--- src/rtl/iprc_pkg.sv ---
package iprc_pkg;

   localparam int SLOT_W     = 4;
   localparam int SLOT_COUNT = 2 ** SLOT_W;
   localparam int ADDR_W     = 32;
   localparam int CLASS_W    = 3;
   localparam int AREA_W     = 2;

   localparam logic REQ_CLASSIFY = 1'b0;
   localparam logic REQ_WRITE    = 1'b1;

   localparam logic [CLASS_W-1:0] CLASS_OUTSIDE      = 3'd0;
   localparam logic [CLASS_W-1:0] CLASS_FIRST_CAMPUS  = 3'd1;
   localparam logic [CLASS_W-1:0] CLASS_SECOND_CAMPUS = 3'd2;
   localparam logic [CLASS_W-1:0] CLASS_UNUSED_CAMPUS = 3'd3;
   localparam logic [CLASS_W-1:0] CLASS_UNKNOWN      = 3'd4;

   localparam logic [AREA_W-1:0] AREA_FIRST  = 2'd0;
   localparam logic [AREA_W-1:0] AREA_SECOND = 2'd1;
   localparam logic [AREA_W-1:0] AREA_UNUSED = 2'd2;

   typedef struct packed {
      logic              req_type;
      logic [SLOT_W-1:0] rule_index;
      logic [ADDR_W-1:0] address;
      logic [ADDR_W-1:0] rule_mask;
      logic [ADDR_W-1:0] rule_match;
      logic [ADDR_W-1:0] range_low;
      logic [ADDR_W-1:0] range_high;
      logic              rule_ranged;
      logic [AREA_W-1:0] rule_area;
      logic              rule_valid;
   } req_item_type;

   typedef struct packed {
      logic [CLASS_W-1:0] class_code;
      logic               matched;
      logic [SLOT_W-1:0]  matched_rule;
   } rsp_item_type;

   // One item moving down the cell chain, with the first hit found so far.
   typedef struct packed {
      logic              valid;
      req_item_type      item;
      logic              hit;
      logic [SLOT_W-1:0] hit_slot;
      logic [AREA_W-1:0] hit_area;
   } stage_type;

   function automatic logic [CLASS_W-1:0] area_to_class(input logic [AREA_W-1:0] area);
      logic [CLASS_W-1:0] cls;
      unique case (area)
         AREA_FIRST:  cls = CLASS_FIRST_CAMPUS;
         AREA_SECOND: cls = CLASS_SECOND_CAMPUS;
         AREA_UNUSED: cls = CLASS_UNUSED_CAMPUS;
         default:     cls = CLASS_UNKNOWN;
      endcase
      return cls;
   endfunction

endpackage

--- src/rtl/iprc_cell.sv ---
// One rule slot: holds the rule, tests the passing item, hands it on.
module iprc_cell #(
   parameter int CELL_INDEX = 0
) (
   input  logic                clock,
   input  logic                reset,
   input  iprc_pkg::stage_type up_link,
   output iprc_pkg::stage_type down_link
);

   localparam bit WRITABLE = CELL_INDEX < iprc_pkg::SLOT_COUNT;
   localparam logic [iprc_pkg::SLOT_W-1:0] SLOT = iprc_pkg::SLOT_W'(CELL_INDEX);

   logic [iprc_pkg::ADDR_W-1:0] mask_ff;
   logic [iprc_pkg::ADDR_W-1:0] match_ff;
   logic [iprc_pkg::ADDR_W-1:0] low_ff;
   logic [iprc_pkg::ADDR_W-1:0] high_ff;
   logic                        ranged_ff;
   logic [iprc_pkg::AREA_W-1:0] area_ff;
   logic                        valid_ff;

   iprc_pkg::stage_type pipe_ff;
   iprc_pkg::stage_type pipe_in;
   logic                pipe_valid_ff;

   logic write_here;
   logic rule_hit;

   assign write_here = WRITABLE && up_link.valid &&
                       (up_link.item.req_type == iprc_pkg::REQ_WRITE) &&
                       (up_link.item.rule_index == SLOT);

   assign rule_hit = valid_ff &&
                     ((up_link.item.address & mask_ff) == match_ff) &&
                     (!ranged_ff || ((up_link.item.address >= low_ff) &&
                                     (up_link.item.address <= high_ff)));

   always_comb begin
      pipe_in = up_link;
      if (up_link.valid && (up_link.item.req_type == iprc_pkg::REQ_CLASSIFY) &&
          !up_link.hit && rule_hit) begin
         pipe_in.hit      = 1'b1;
         pipe_in.hit_slot = SLOT;
         pipe_in.hit_area = area_ff;
      end
   end

   always_ff @(posedge clock) begin
      if (write_here) begin
         mask_ff   <= up_link.item.rule_mask;
         match_ff  <= up_link.item.rule_match;
         low_ff    <= up_link.item.range_low;
         high_ff   <= up_link.item.range_high;
         ranged_ff <= up_link.item.rule_ranged;
         area_ff   <= up_link.item.rule_area;
      end
   end

   always_ff @(posedge clock) begin
      if (reset) begin
         valid_ff <= 1'b0;
      end else if (write_here) begin
         valid_ff <= up_link.item.rule_valid;
      end
   end

   always_ff @(posedge clock) begin
      pipe_ff <= pipe_in;
   end

   // Drop items in flight on reset.
   always_ff @(posedge clock) begin
      if (reset) begin
         pipe_valid_ff <= 1'b0;
      end else begin
         pipe_valid_ff <= pipe_in.valid;
      end
   end

   always_comb begin
      down_link       = pipe_ff;
      down_link.valid = pipe_valid_ff;
   end

endmodule

--- src/rtl/ip_rule_classifier_core.sv ---
// Each item is registered in every rule cell and then in the output registers.
// Throughput: one transfer per cycle unless busy; the item passes one rule cell per cycle.
// busy is high only from a reset edge until the first edge after reset drops.
// Reset (synchronous, active high) clears every rule to invalid and drops items in flight.
// The receiver cannot stall: rsp_strobe marks each result for exactly one cycle.
module ip_rule_classifier_core #(
   parameter int RULE_COUNT = 16
) (
   input  logic                   clock,
   input  logic                   reset,
   input  logic                   start,
   output logic                   busy,
   input  iprc_pkg::req_item_type req_data,
   output logic                   rsp_strobe,
   output iprc_pkg::rsp_item_type rsp_data
);

   // Link k feeds cell k; link RULE_COUNT leaves the last cell.
   iprc_pkg::stage_type chain [RULE_COUNT+1];
   iprc_pkg::stage_type head;

   logic                   busy_ff;
   logic                   strobe_ff;
   iprc_pkg::rsp_item_type rsp_ff;
   iprc_pkg::rsp_item_type rsp_in;

   // Inject the accepted transfer at the head of the chain with no hit yet.
   always_comb begin
      head.valid    = start && !busy_ff;
      head.item     = req_data;
      head.hit      = 1'b0;
      head.hit_slot = '0;
      head.hit_area = '0;
   end

   assign chain[0] = head;

   // A write reaches cell k ahead of every later transfer, so every
   // later classify sees the updated rule; first hit wins as it moves down.
   for (genvar k = 0; k < RULE_COUNT; k++) begin : g_cell
      iprc_cell #(
         .CELL_INDEX(k)
      ) u_cell (
         .clock    (clock),
         .reset    (reset),
         .up_link  (chain[k]),
         .down_link(chain[k+1])
      );
   end

   // Build the result from the chain tail: writes report zeros, a zero
   // address is unknown regardless of hits, no hit reports outside.
   always_comb begin
      rsp_in.class_code   = iprc_pkg::CLASS_OUTSIDE;
      rsp_in.matched      = 1'b0;
      rsp_in.matched_rule = '0;
      if (chain[RULE_COUNT].item.req_type == iprc_pkg::REQ_CLASSIFY) begin
         if (chain[RULE_COUNT].item.address == '0) begin
            rsp_in.class_code = iprc_pkg::CLASS_UNKNOWN;
         end else if (chain[RULE_COUNT].hit) begin
            rsp_in.class_code   = iprc_pkg::area_to_class(chain[RULE_COUNT].hit_area);
            rsp_in.matched      = 1'b1;
            rsp_in.matched_rule = chain[RULE_COUNT].hit_slot;
         end
      end
   end

   always_ff @(posedge clock) begin
      rsp_ff <= rsp_in;
   end

   // Hold busy across reset; release it on the clock edge that first sees reset low.
   always_ff @(posedge clock) begin
      if (reset) begin
         strobe_ff <= 1'b0;
         busy_ff   <= 1'b1;
      end else begin
         strobe_ff <= chain[RULE_COUNT].valid;
         busy_ff   <= 1'b0;
      end
   end

   assign busy       = busy_ff;
   assign rsp_strobe = strobe_ff;
   assign rsp_data   = rsp_ff;

endmodule

--- config.mk ---
export PLATFORM = sky130hd
export DESIGN_NAME = ip_rule_classifier_core
export DESIGN_NICKNAME = d
export VERILOG_FILES = /design/src/rtl/iprc_pkg.sv /design/src/rtl/iprc_cell.sv /design/src/rtl/ip_rule_classifier_core.sv
export SDC_FILE = /design/constraint.sdc
export NUM_CORES = 2
export LEC_CHECK = 0
export ABC_AREA = 1
export BUFFER_PORTS_ARGS = -buffer_cell sky130_fd_sc_hd__buf_2
export CORE_MARGIN = 4
export CORE_UTILIZATION = 35
export DETAILED_ROUTE_END_ITERATION = 6
export SYNTH_ARGS = -nofsm -noshare
export SYNTH_HDL_FRONTEND = slang
export SYNTH_SLANG_ARGS = --single-unit
--- constraint.sdc ---
create_clock -name clock -period 22.7 [get_ports clock]
set_input_delay 2.27 -clock clock [delete_from_list [all_inputs] [get_ports clock]]
set_output_delay 2.27 -clock clock [all_outputs]
set_load 0.005 [all_outputs]
==> impl_metrics.tcl <==
set metrics [dict create \
    outcome "completed" \
    num_io_pins 182 \
    hold_violations 0 \
    p_switching_mw 3.50 \
    power_leakage_nw 73.9 \
    irDropWorstVdd_v 0.0000634 \
    post-cts-setup-buffers 0 \
    place.gp.congestion 0.846 \
    ctsRootBufferMaster "sky130_fd_sc_hd__clkbuf_16" \
    ys_ff_latch 4803 \
    timing.reg2reg.worst_path_depth 4 \
    type_of_origin_of_the_critical_path "primary input" \
    busiest_layer "met2" \
    maxSlewHeadroom 0.278 \
    first_pass_grt_wire_length_um 505000 \
    avgRoutedWirePerCell_um 18.8 \
    post-synth-top-area-cell "sky130_fd_sc_hd__edfxtp_1" \
    globalRoute.totalOverflow 0 \
    synthToLayoutAreaGrowth_pct 15.1 \
    drt_wl_total_um 345000 \
    maximum_number_of_pins_on_one_net_before_global_route_repair 133 \
    initial_core_util 0.352 \
    final.setup.tns_ns 0 \
    worstHoldPathType "reg -> reg" \
    post_layout_cell_count 18343 \
    clock_latency_ns 0.91 \
    die_h_um 673 \
    horizontal_extent_of_the_die_um 673 \
    synth_seq_area_share 0.757 \
    placementRows 243 \
    clock_power_share 0.431 \
    setup_repair_after_global_routing_missed_its_margin "no" \
    asyncSetResetFlopFracSynth 0 \
    via_count_of_the_first_global_routing_pass 79964 \
    internal-power_mw 13.7 \
    post-route-worst-setup-slack_ns 18.23 \
    half_perimeter_wire_length_of_the_detailed_placement_result_um 269000 \
    min_tclk_post_route_ns 4.47 \
    max_cap_viol_count 0 \
    critical_path.startpoint "req_data[165]" \
    track_usage 0.150 \
    pwr-share-seq 0.552 \
    use_met3 0.0173 \
    die_outline_area_um2 453000 \
    setup_violations 0 \
    synth.yosys.warnings 0 \
    synth_edf_count 2096 \
    synth_top_flop_cell "sky130_fd_sc_hd__dfxtp_1" \
    cts_buffer_depth 4 \
    layout.nets 13281 \
    worst-setup-path-type "in -> reg" \
    worst_hold_path.num_cells 0 \
    routed-via-count 78524 \
    number_of_routed_nets_with_antenna_violations 0 \
    r2r-start "g_cell[11].u_cell.down_link[175]$_DFF_P_" \
    portBuffers 181 \
    grt_util_met1 0.197 \
    total_power_divided_by_cell_area_nw_per_um2 96.5 \
    critPathCaptureType "flip-flop" \
    critical_path_required_ns 23.21 \
    cts-resized-gates 0 \
    syn-instance-count 11433 \
    synth_largest_type_area_fraction 0.407 \
    timing.hold.worst.start "g_cell[6].u_cell.down_link[97]$_DFF_P_" \
    tritoncts_num_sinks 4803 \
    cts_made_buffers 435 \
    worst_setup_hold_path_clk_slew_ns 0.06 \
    power.combinational.fraction 0.017 \
    cp_max_fo 65 \
    cts_tree "done" \
    worst-slew-pin-transition_ns 1.07 \
    synth_area_per_cell_um2 13.5 \
    timing_max_transition_violations_final 0 \
    cts-hold-fix-buffers 0 \
    dp_worst_setup_slack_ns 17.27 \
    drc 0 \
    distinct_cell_type_count_after_synthesis 51 \
    coreArea_um2 439000 \
    detailedRoute.firstPassIterationCount 6 \
    number_of_antenna_violations_at_the_first_check_in_global_routing 5 \
    syn-cell-area_um2 155000 \
    sw_frac_of_total 0.204 \
    diodes 0 \
    fin_hold_ws_ns 0.327 \
    period_share 0.197 \
    drive_gt1_frac 0.0802 \
    met2_capacity_usage_during_global_routing 0.257 \
    mappedNetlistNets 12632 \
    drt_first_iter_violations 4940 \
    via_per_inst 4.28 \
    htreeDepth 5 \
    clock_skew_ns 0.0350 \
    cp_data_arrival_time_ns 4.98 \
    yosys-top-cells-area "sky130_fd_sc_hd__edfxtp_1, sky130_fd_sc_hd__dfxtp_1, sky130_fd_sc_hd__ha_1" \
    place.detailed.instances 17525 \
    fmaxAchievable_ghz 0.224 \
]
## layer usage
layer,part of all wire,up-vias
met4,0.037,0
met1,0.45,37052
met5,0,-
met2,0.48,1360
met3,0.031,565
li1,-,39547
## synth_stat cells (all sizes together), types with 13 or more instances
cell and n:
nand2 1918, xor2 44, xnor2 172, edfxtp 2096, nand3 191, nand3b 13, ha 1027, o21ai 213
inv 1507, a21oi 497, nor2 508, o21a 36, dfxtp 2707, or2 64, nor4 49, o22ai 16
nand4 140, a21o 31, nor3 126
## area by class of cell
type | instances | area [um2]
Multi-Input combinational cell | 5119 | 32000
Clock buffer | 653 | 13100
Fill cell | 40299 | 261000
Clock inverter | 165 | 1640
Inverter | 1507 | 5660
Tap cell | 5880 | 7360
Sequential cell | 4803 | 117000
Timing Repair Buffer | 216 | 1180
## layout by cell type (no fill, tap or decap), types with 29 or more instances in the layout
master / netlist / final
sky130_fd_sc_hd__nand4_1: 140 / 140
sky130_fd_sc_hd__ha_1: 1027 / 1027
sky130_fd_sc_hd__buf_2: 0 / 181
sky130_fd_sc_hd__or2_2: 61 / 61
sky130_fd_sc_hd__nor4_1: 48 / 43
sky130_fd_sc_hd__edfxtp_1: 2096 / 2096
sky130_fd_sc_hd__o21ai_0: 198 / 198
sky130_fd_sc_hd__xor2_1: 44 / 44
sky130_fd_sc_hd__nand2_1: 1907 / 1907
sky130_fd_sc_hd__nor3_1: 124 / 115
sky130_fd_sc_hd__buf_4: 0 / 34
sky130_fd_sc_hd__nand3_1: 191 / 191
sky130_fd_sc_hd__clkinv_1: 0 / 37
sky130_fd_sc_hd__clkinv_2: 0 / 67
sky130_fd_sc_hd__inv_1: 1504 / 1504
sky130_fd_sc_hd__a21oi_1: 497 / 497
sky130_fd_sc_hd__clkbuf_16: 0 / 459
sky130_fd_sc_hd__a21o_1: 31 / 31
sky130_fd_sc_hd__clkbuf_8: 0 / 86
sky130_fd_sc_hd__xnor2_1: 172 / 172
sky130_fd_sc_hd__o21a_1: 36 / 36
sky130_fd_sc_hd__bufinv_16: 0 / 29
sky130_fd_sc_hd__nor2_1: 497 / 494
sky130_fd_sc_hd__clkbuf_1: 4 / 108
sky130_fd_sc_hd__dfxtp_1: 2707 / 2707
## power groups by stage
stage / Clock [mW] / Combinational [mW] / Sequential [mW]
after global routing: 7.89 / 0.341 / 9.52
after CTS: 7.53 / 0.303 / 9.50
final: 7.40 / 0.293 / 9.49
after floorplan: 0 / 0.187 / 9.53
after global placement: 0 / 0.291 / 9.68
after detailed placement: 0 / 0.300 / 9.69
## flip-flops by register name, summed over array words and instances (netlist names)
register and flops:
rsp_data 8, rsp_strobe 1, busy 1, g_cell.u_cell.match_ff 512, g_cell.u_cell.low_ff 512, g_cell.u_cell.pipe_valid_ff 16, g_cell.u_cell.mask_ff 512, g_cell.u_cell.valid_ff 16
g_cell.u_cell.ranged_ff 16, g_cell.u_cell.area_ff 32, g_cell.u_cell.down_link 2665, g_cell.u_cell.high_ff 512
## kinds of logic (layout without fill, tap and decap cells)
| logic type | count (synthesis) | after routing | share of synthesized area |
|---|---|---|---|
| DFF | 4803 | 4803 | 0.757 |
| and+or+nand+nor | 3031 | 3031 | 0.0816 |
| adders and majority gates | 1027 | 1027 | 0.0830 |
| buffers and inverters | 1511 | 2541 | 0.0367 |
| xor gates and xnor gates | 216 | 216 | 0.0122 |
| AOI/OAI and AO/OA | 845 | 845 | 0.0295 |
## through the flow
stage	cell area [um2]	util	total power [mW]
after floorplan	155000	-	9.72
after global placement	163000	0.372	9.97
after detailed placement	163000	0.372	9.99
after CTS	178000	0.405	17.3
after global routing	178000	0.405	17.8
final	178000	0.405	17.2
## worst max-delay path, stage by stage
cell and delay (ns):
sky130_fd_sc_hd__buf_2 0.10, sky130_fd_sc_hd__or4_1 0.74, sky130_fd_sc_hd__nor2_4 0.23, sky130_fd_sc_hd__buf_4 0.68, sky130_fd_sc_hd__buf_4 0.79
## worst paths after layout
| path | endpoint | slack [ns] |
|---|---|---|
| worst min-delay path | g_cell[7].u_cell.down_link[97]$_DFF_P_ | 0.33 |
| worst max register to register | g_cell[12].u_cell.mask_ff[7]$_DFFE_PP_ | 19.53 |
| worst max-delay path | g_cell[0].u_cell.high_ff[6]$_DFFE_PP_ | 18.23 |
| worst min register to register | g_cell[7].u_cell.down_link[97]$_DFF_P_ | 0.33 |
(Power assumes the default switching activity.)
